===== src/hdl/shapad_pkg.sv =====
// ----------------------------------------------------------------------------
// shapad_pkg
// Types and constants shared by the SHA-256 message padder modules.
// ----------------------------------------------------------------------------
package shapad_pkg;

    localparam int unsigned BLOCK_BYTES = 64;
    localparam int unsigned POS_W       = $clog2(BLOCK_BYTES);
    localparam int unsigned WORDS_W     = POS_W - 2;
    localparam logic [POS_W-1:0]   LENGTH_POS = POS_W'(56);
    localparam logic [WORDS_W-1:0] LAST_WORD  = '1;
    localparam logic [WORDS_W-1:0] LEN_HI_WORD = LAST_WORD - WORDS_W'(1);
    localparam logic [7:0]  PAD_BYTE  = 8'h80;
    localparam logic [7:0]  BYTE_MASK = 8'hFF;
    localparam int unsigned COUNT_W   = 61;

    typedef struct packed {
        logic [7:0] data_byte;
        logic       has_byte;
        logic       last;
    } t_in_item;

    typedef struct packed {
        logic [31:0]        padded_word;
        logic [WORDS_W-1:0] word_index;
        logic               block_end;
        logic               message_end;
    } t_out_item;

    typedef enum logic {
        Q_WORD,
        Q_FINISH
    } t_q_kind;

    // One queue transaction: a finished word, or the end of a message with
    // an optional finished word ahead of the padding.
    typedef struct packed {
        t_q_kind            kind;
        logic               lead;
        logic [31:0]        word;
        logic [WORDS_W-1:0] word_index;
        logic               block_end;
        logic [POS_W-1:0]   pad_pos;
        logic [23:0]        pad_acc;
        logic [63:0]        bit_len;
    } t_q_entry;

    typedef struct packed {
        logic     push;
        t_q_entry entry;
    } t_q_wr;

    typedef struct packed {
        logic     valid;
        t_q_entry entry;
    } t_q_rd;

    typedef enum logic [1:0] {
        PH_HEAD,
        PH_PAD,
        PH_FILL
    } t_bk_phase;

endpackage


===== src/hdl/sha256_message_padder.sv =====
// ----------------------------------------------------------------------------
// sha256_message_padder
// Byte stream in, SHA-256 padded 512-bit blocks out as big-endian words.
//
//   channel | valid       | stall        | payload
//   --------+-------------+--------------+-----------------------------
//   in      | i_in_valid  | o_in_stall   | i_in  (data_byte/has_byte/last)
//   out     | o_out_valid | i_out_stall  | o_out (word/index/ends)
//
// One input transaction per cycle while the queue has room; every fourth byte
// gives one output word, which goes through the queue to the output register.
// A last transaction holds the queue head while the back unit emits the
// padding, one word per cycle while the output is not stalled: up to the end
// of the block, or through a second block when the 0x80 lands at byte 56 or
// later (at most 18 words, 19 with the word the last byte completes). The
// input stalls once the queue behind it is full. Output stall holds the
// output register; the queue then fills and stalls the input.  Synchronous
// reset clears counters, queue and sequencer; no sweep.
// ----------------------------------------------------------------------------
module sha256_message_padder #(
    parameter int unsigned QUEUE_DEPTH = 2
) (
    input  logic                  i_clk,
    input  logic                  i_rst_n,
    input  logic                  i_in_valid,
    input  shapad_pkg::t_in_item  i_in,
    output logic                  o_in_stall,
    output logic                  o_out_valid,
    output shapad_pkg::t_out_item o_out,
    input  logic                  i_out_stall
);
    import shapad_pkg::*;

    t_q_wr q_wr;
    t_q_rd q_rd;
    logic  q_full;
    logic  q_pop;

    shapad_front u_front (
        .i_clk      (i_clk),
        .i_rst_n    (i_rst_n),
        .i_in_valid (i_in_valid),
        .i_in       (i_in),
        .o_in_stall (o_in_stall),
        .i_q_full   (q_full),
        .o_q_wr     (q_wr)
    );

    shapad_queue #(
        .DEPTH (QUEUE_DEPTH)
    ) u_queue (
        .i_clk   (i_clk),
        .i_rst_n (i_rst_n),
        .i_wr    (q_wr),
        .o_full  (q_full),
        .o_rd    (q_rd),
        .i_pop   (q_pop)
    );

    shapad_back u_back (
        .i_clk       (i_clk),
        .i_rst_n     (i_rst_n),
        .i_q_rd      (q_rd),
        .o_pop       (q_pop),
        .o_out_valid (o_out_valid),
        .o_out       (o_out),
        .i_out_stall (i_out_stall)
    );

endmodule


===== src/hdl/shapad_front.sv =====
// ----------------------------------------------------------------------------
// shapad_front
// Packs message bytes into words, counts the message length and hands words
// and end-of-message transactions to the queue.
// ----------------------------------------------------------------------------
module shapad_front (
    input  logic                 i_clk,
    input  logic                 i_rst_n,
    input  logic                 i_in_valid,
    input  shapad_pkg::t_in_item i_in,
    output logic                 o_in_stall,
    input  logic                 i_q_full,
    output shapad_pkg::t_q_wr    o_q_wr
);
    import shapad_pkg::*;

    logic [COUNT_W-1:0] r_total, n_total;
    logic [23:0]        r_acc, n_acc;
    logic [POS_W-1:0]   r_pos, n_pos;

    logic               accept;
    logic [31:0]        byte_word;
    logic [POS_W-1:0]   pos_inc;
    logic               complete;

    assign o_in_stall = i_q_full;
    assign accept     = i_in_valid && !i_q_full;
    assign byte_word  = {r_acc, i_in.data_byte & BYTE_MASK};
    assign pos_inc    = r_pos + POS_W'(1);
    assign complete   = i_in.has_byte && (pos_inc[1:0] == 2'b00);

    always_comb begin
        n_total = r_total;
        n_acc   = r_acc;
        n_pos   = r_pos;
        o_q_wr  = '0;
        o_q_wr.entry.kind       = Q_WORD;
        o_q_wr.entry.word       = byte_word;
        o_q_wr.entry.word_index = r_pos[POS_W-1:2];
        o_q_wr.entry.block_end  = (pos_inc == '0);
        o_q_wr.entry.lead       = complete;
        if (accept) begin
            if (i_in.has_byte) begin
                n_total = r_total + COUNT_W'(1);
                n_pos   = pos_inc;
                n_acc   = complete ? 24'd0 : byte_word[23:0];
            end
            if (i_in.last) begin
                o_q_wr.push          = 1'b1;
                o_q_wr.entry.kind    = Q_FINISH;
                o_q_wr.entry.pad_pos = n_pos;
                o_q_wr.entry.pad_acc = n_acc;
                o_q_wr.entry.bit_len = {n_total, 3'b000};
                n_total = '0;
                n_acc   = '0;
                n_pos   = '0;
            end else if (complete) begin
                o_q_wr.push = 1'b1;
            end
        end
    end

    always_ff @(posedge i_clk) begin
        if (!i_rst_n) begin
            r_total <= '0;
            r_acc   <= '0;
            r_pos   <= '0;
        end else begin
            r_total <= n_total;
            r_acc   <= n_acc;
            r_pos   <= n_pos;
        end
    end

endmodule


===== src/hdl/shapad_queue.sv =====
// ----------------------------------------------------------------------------
// shapad_queue
// Small register FIFO between the front and the back.
// ----------------------------------------------------------------------------
module shapad_queue #(
    parameter int unsigned DEPTH = 2
) (
    input  logic              i_clk,
    input  logic              i_rst_n,
    input  shapad_pkg::t_q_wr i_wr,
    output logic              o_full,
    output shapad_pkg::t_q_rd o_rd,
    input  logic              i_pop
);
    import shapad_pkg::*;

    localparam int unsigned AW = (DEPTH > 1) ? $clog2(DEPTH) : 1;
    localparam int unsigned CW = $clog2(DEPTH + 1);

    t_q_entry         r_mem [DEPTH];
    logic [AW-1:0]    r_wptr, n_wptr;
    logic [AW-1:0]    r_rptr, n_rptr;
    logic [CW-1:0]    r_count, n_count;
    logic             do_push;
    logic             do_pop;

    assign o_full     = (r_count == CW'(DEPTH));
    assign do_push    = i_wr.push && !o_full;
    assign do_pop     = i_pop && (r_count != '0);
    assign o_rd.valid = (r_count != '0);
    assign o_rd.entry = r_mem[r_rptr];

    always_comb begin
        n_wptr  = r_wptr;
        n_rptr  = r_rptr;
        n_count = r_count;
        if (do_push) begin
            n_wptr = (r_wptr == AW'(DEPTH - 1)) ? '0 : r_wptr + AW'(1);
        end
        if (do_pop) begin
            n_rptr = (r_rptr == AW'(DEPTH - 1)) ? '0 : r_rptr + AW'(1);
        end
        if (do_push && !do_pop) begin
            n_count = r_count + CW'(1);
        end else if (do_pop && !do_push) begin
            n_count = r_count - CW'(1);
        end
    end

    always_ff @(posedge i_clk) begin
        if (!i_rst_n) begin
            r_wptr  <= '0;
            r_rptr  <= '0;
            r_count <= '0;
        end else begin
            r_wptr  <= n_wptr;
            r_rptr  <= n_rptr;
            r_count <= n_count;
        end
    end

    always_ff @(posedge i_clk) begin
        if (do_push) begin
            r_mem[r_wptr] <= i_wr.entry;
        end
    end

endmodule


===== src/hdl/shapad_back.sv =====
// ----------------------------------------------------------------------------
// shapad_back
// Drains the queue into the output register: passes words straight on and
// runs the padding sequence for each end-of-message transaction.
// ----------------------------------------------------------------------------
module shapad_back (
    input  logic                  i_clk,
    input  logic                  i_rst_n,
    input  shapad_pkg::t_q_rd     i_q_rd,
    output logic                  o_pop,
    output logic                  o_out_valid,
    output shapad_pkg::t_out_item o_out,
    input  logic                  i_out_stall
);
    import shapad_pkg::*;

    t_bk_phase          r_phase, n_phase;
    logic [WORDS_W-1:0] r_idx, n_idx;
    logic               r_spill, n_spill;
    logic               r_ov, n_ov;
    t_out_item          r_out, n_out;

    t_q_entry           head;
    logic               load;
    logic               first;
    logic [WORDS_W-1:0] cur_i;
    logic               cur_spill;
    logic [31:0]        pad_word;
    logic [31:0]        fill_word;

    assign head        = i_q_rd.entry;
    assign load        = !r_ov || !i_out_stall;
    assign o_out_valid = r_ov;
    assign o_out       = r_out;

    assign first     = (r_phase != PH_FILL);
    assign cur_i     = first ? head.pad_pos[POS_W-1:2] : r_idx;
    assign cur_spill = first ? (head.pad_pos >= LENGTH_POS) : r_spill;

    // 0x80 goes straight after the bytes already held for this word
    always_comb begin
        case (head.pad_pos[1:0])
            2'd0:    pad_word = {PAD_BYTE, 24'd0};
            2'd1:    pad_word = {head.pad_acc[7:0], PAD_BYTE, 16'd0};
            2'd2:    pad_word = {head.pad_acc[15:0], PAD_BYTE, 8'd0};
            2'd3:    pad_word = {head.pad_acc[23:0], PAD_BYTE};
            default: pad_word = '0;
        endcase
    end

    always_comb begin
        fill_word = '0;
        if (!cur_spill && cur_i == LEN_HI_WORD) begin
            fill_word = head.bit_len[63:32];
        end else if (!cur_spill && cur_i == LAST_WORD) begin
            fill_word = head.bit_len[31:0];
        end
    end

    always_comb begin
        n_phase = r_phase;
        n_idx   = r_idx;
        n_spill = r_spill;
        n_ov    = r_ov;
        n_out   = r_out;
        o_pop   = 1'b0;
        if (load) begin
            n_ov = 1'b0;
        end
        if (load && i_q_rd.valid) begin
            n_ov = 1'b1;
            if (head.kind == Q_WORD) begin
                n_out.padded_word = head.word;
                n_out.word_index  = head.word_index;
                n_out.block_end   = head.block_end;
                n_out.message_end = 1'b0;
                o_pop             = 1'b1;
            end else if (r_phase == PH_HEAD && head.lead) begin
                n_out.padded_word = head.word;
                n_out.word_index  = head.word_index;
                n_out.block_end   = head.block_end;
                n_out.message_end = 1'b0;
                n_phase           = PH_PAD;
            end else begin
                n_out.padded_word = first ? pad_word : fill_word;
                n_out.word_index  = cur_i;
                n_out.block_end   = (cur_i == LAST_WORD);
                n_out.message_end = 1'b0;
                if (cur_i == LAST_WORD) begin
                    if (cur_spill) begin
                        n_idx   = '0;
                        n_spill = 1'b0;
                        n_phase = PH_FILL;
                    end else begin
                        n_out.message_end = 1'b1;
                        o_pop             = 1'b1;
                        n_phase           = PH_HEAD;
                    end
                end else begin
                    n_idx   = cur_i + WORDS_W'(1);
                    n_spill = cur_spill;
                    n_phase = PH_FILL;
                end
            end
        end
    end

    always_ff @(posedge i_clk) begin
        if (!i_rst_n) begin
            r_phase <= PH_HEAD;
            r_idx   <= '0;
            r_spill <= 1'b0;
            r_ov    <= 1'b0;
        end else begin
            r_phase <= n_phase;
            r_idx   <= n_idx;
            r_spill <= n_spill;
            r_ov    <= n_ov;
        end
    end

    always_ff @(posedge i_clk) begin
        r_out <= n_out;
    end

endmodule


===== config.mk =====
export PLATFORM = sky130hd
export DESIGN_NAME = sha256_message_padder
export DESIGN_NICKNAME = d
export VERILOG_FILES = /design/src/hdl/shapad_pkg.sv /design/src/hdl/sha256_message_padder.sv /design/src/hdl/shapad_front.sv /design/src/hdl/shapad_queue.sv /design/src/hdl/shapad_back.sv
export SDC_FILE = /design/constraint.sdc
export NUM_CORES = 1
export LEC_CHECK = 0
export ABC_AREA = 1
export BUFFER_PORTS_ARGS = -buffer_cell sky130_fd_sc_hd__buf_4
export CAP_MARGIN = 0
export CORE_ASPECT_RATIO = 0.5
export CORE_MARGIN = 2
export CORE_UTILIZATION = 41
export DETAILED_ROUTE_END_ITERATION = 10
export GPL_TIMING_DRIVEN = 0
export PLACE_DENSITY = 0.58
export SYNTH_ARGS = -nofsm -noshare
export SYNTH_HDL_FRONTEND = slang
export SYNTH_SLANG_ARGS = --single-unit

===== constraint.sdc =====
create_clock -name i_clk -period 12.9 [get_ports i_clk]
set_input_delay 1.29 -clock i_clk [delete_from_list [all_inputs] [get_ports i_clk]]
set_output_delay 1.29 -clock i_clk [all_outputs]
set_load 0.005 [all_outputs]

==> summary.md <==
| Metric | Value |
|---|---|
| First-pass GRT wire length | roughly 86000 um |
| Crit path arrival time | about 4.3 ns |
| Antenna violations before repair | 0 |
| Post-synth ARST share | 0% |
| FF-to-FF setup slack | 9.73 ns |
| Setup crit start | i_in[1] |
| Seq/Total Area, Yosys | 57.75% |
| RSZ-0062 raised after global routing | no |
| Die height | 156.6 um |
| Cells on worst reg2reg path | 19 |
| CP Capture Type | flip-flop |
| # hold bufs at CTS | 0 |
| Mapped Cells | 2053 |
| Count of different cell masters after synthesis | 53 |
| Register bit count reported by yosys | 402 |
| Root Buffer | clkbuf_16 |
| Mapped cell area | 19100 um2 |
| First DRT Iteration DRCs | between 1.5k and 2k |
| Ys flop type | edfxtp_1 |
| Max VDD drop | between 0.00008 and 0.00009 V |
| Worst Hold Endpoint | u_back.r_idx[1] |
| Period utilization | 31.71% |
| R2r endpoint | u_queue.r_count[1] |
| Hold slack | between 0.4 and 0.5 ns |
| Post-synth net total | just over 2k |
| Drt pass-1 iters | 6 |
| Row count | 55 |
| Syn. warnings | 0 |
| Max-cap violations | 0 |
| Max clock buf depth | 3 |
| CTS clock-pin slew for the worst setup and hold paths | approximately 0.060 ns |
| GP Congestion | ~0.91 |
| Largest net degree at the start of global routing | 30 |
| Drt drc | 0 |
| Starting Density | a little over two fifths |
| Leakage | just under 8 nW |
| Run status | finished clean |
| Slew Limit Fails | 0 |
| Kind of critical path | input port to flip-flop |
| Final setup violation count | 0 |
| Max frequency | ~0.24 GHz |
| CTS Buf Count | 40 |
| Nets | around 2.2k |
| Setup Total Neg Slack | 0 ns |
| Fin crit period | between 4 and 5 ns |
| Synthesis-to-layout area growth | 14.29% |
| Detail Route Antenna Nets | 0 |
| Die width | 309.2 um |
| Diode count | 0 |
| Routed via count | about 15k |
| CTS sink count | ~400 |
| Share of the synthesized area in the top cell type | 46.85% |
| Vias in the first global route | about 14k |
| Synth top area cells | edfxtp_1 47%, nand2_1 11%, dfxtp_1 11%, nor2_1 5.4%, a21oi_1 4.6% |
| Dominant cell type by area after synthesis | edfxtp_1 |
| Port Buf Inserts | 52 |
| Layout cells sized above 1 | a little over an eighth |
| Post-synth EDFFs | approximately 300 |
| Power density over the cells | roughly 180 nW/um2 |
| Routed WL | around 58000 um |
| Clock latency at the later pin of the worst-skew pair | between 0.5 and 0.6 ns |
| Max Fanout on Critical Path | 29 |
| GR Util All Layers | between 20% and 30% |
| CP required | roughly 13 ns |
| Skew final | about 0.029 ns |
| # resized after CTS | 0 |
| Hold path depth | 2 |
| HP Start | u_back.r_idx[1] |
| Mean Syn Cell Area | between 9 and 10 um2 |
| Vias per std cell | roughly 5.3 |
| Worst slew pin tran | roughly 1.0 ns |
| Die ar. | slightly below 50000 um2 |
| Core Region | 45560 um2 |
| Hpwl dp | ~43000 um |
| Worst setup SP type | input port |
| Clock H-tree levels | 2 |
| CTS tree | done |
| Grt ovf | 0 |
| Final hold violations | 0 |
| Number of setup buffers added after CTS | 0 |
| Worst hold-check path type | flip-flop to flip-flop |
| Worst slew margin | 33.56% |
| I/O pin count | 54 |
| Drt wl/cell | around 21 um |
==> area by class of cell <==
type	instances	area (um2)
Multi-Input combinational cell	1438	7113
Timing Repair Buffer	63	640.6
Clock buffer	55	1109
Tap cell	627	784.5
Inverter	116	442.9
Buffer	97	528.0
Fill cell	4309	23730
Clock inverter	19	181.4
Sequential cell	402	11030
==> power breakdown <==
group	leakage (nW)	internal [mW]	total, mW	switching [mW]
clock	0.630	0.666	1.17	0.506
combinational	3.49	0.377	1.15	0.770
sequential	3.63	1.57	1.62	0.0458
==> cells in the mapped netlist, types with 5 or more instances <==
| library cell | instances |
|---|---|
| a21oi_1 | 177 |
| a21oi_2 | 19 |
| edfxtp_1 | 298 |
| xor2_1 | 31 |
| nand4_1 | 25 |
| nand3_2 | 18 |
| nand3b_1 | 8 |
| ha_1 | 5 |
| nor3_1 | 16 |
| nor2_2 | 10 |
| a21boi_0 | 5 |
| or2_2 | 40 |
| inv_1 | 107 |
| buf_1 | 10 |
| mux2i_1 | 40 |
| nand2_1 | 573 |
| buf_4 | 12 |
| xnor2_1 | 5 |
| inv_2 | 7 |
| o211ai_1 | 29 |
| nand3_1 | 75 |
| dfxtp_1 | 104 |
| nor2_1 | 273 |
| o21ai_0 | 22 |
| clkbuf_1 | 43 |
| or2_1 | 10 |
| nand2_4 | 7 |
| buf_2 | 25 |
| o22ai_1 | 10 |
==> worst max-delay path by stage <==
| stage | endpoint | slack (ns) | cells past startpoint |
|---|---|---|---|
| 2_1_floorplan | u_queue.r_mem[1][100] | 4.79 | 6 |
| 3_3_place_gp | u_queue.r_mem[0][51] | 0.15 | 6 |
| 3_5_place_dp | u_queue.r_mem[1][51] | 8.33 | 8 |
| 4_1_cts | u_queue.r_mem[1][47] | 8.91 | 8 |
| 5_1_grt | u_queue.r_mem[1][56] | 8.71 | 8 |
| 6_report | u_queue.r_mem[1][48] | 8.81 | 8 |
==> state kept, by name (all words and copies together), names as in the netlist, named ones only <==
signal,count
u_back.o_out,38
u_back.o_out_valid,1
u_back.r_idx,4
u_back.r_phase,2
u_back.r_spill,1
u_front.r_acc,24
u_front.r_pos,6
u_front.r_total,61
u_queue.r_count,2
u_queue.r_mem,260
u_queue.r_rptr,1
u_queue.r_wptr,1
==> worst max-delay path: stages <==
cell      delay [ns]
buf_4           0.21
clkbuf_1        0.58
nand2_1         0.44
inv_1           0.21
o21ai_0         0.27
nor2_4          0.74
buf_12          0.30
buf_12          0.22
==> cells by family after synthesis <==
kind of cell,synth area share (%)
AO/OA/AOI/OAI,8.523
XOR/XNOR,1.651
adder cells (fa/ha/maj),0.3275
buffers and inverters,5.084
flip-flops,57.75
multiplexers,2.096
AND/OR/NAND/NOR,24.57
==> through the flow <==
| stage | instance area [um2] | worst slack [ns] | utilization (%) | power, mW | instances |
|---|---|---|---|---|---|
| finish | 21830 | 8.810 | 47.92 | 3.935 | 2817 |
| CTS | 21830 | 8.906 | 47.92 | 3.950 | 2817 |
| global route | 21830 | 8.715 | 47.92 | 4.113 | 2817 |
| global placement | 20270 | 0.1532 | 44.50 | 2.779 | 2732 |
| detailed placement | 20540 | 8.331 | 45.09 | 2.785 | 2743 |
| floorplan | 19100 | 4.787 | - | 2.332 | 2053 |
==> metal layers <==
| layer | up-vias | GRT usage (%) | wire, um |
|---|---|---|---|
| met4 | 0 | 4.924 | 940 |
| met2 | 534 | 36.23 | 25030 |
| met1 | 7192 | 36.87 | 27480 |
| met5 | - | 0 | 0 |
| met3 | 57 | 3.291 | 4370 |
| li1 | 7107 | - | - |
==> placed cells by master (no fill, tap or decap), drive strengths merged, types with 3 or more instances in the layout <==
cell,instances
dfxtp,104
a21boi,5
nand3b,8
nor3b,4
xor2,31
o22ai,10
o211ai,29
a31oi,4
or2,50
a21oi,196
xnor2,5
nand3,94
ha,5
buf,117
mux2i,40
bufinv,3
clkbuf,98
o21ai,29
nor2,287
edfxtp,298
nor3,17
nand4,25
nand2,584
clkinv,11
inv,119
and3,3
Note: power is estimated with default switching activity, not from simulation.
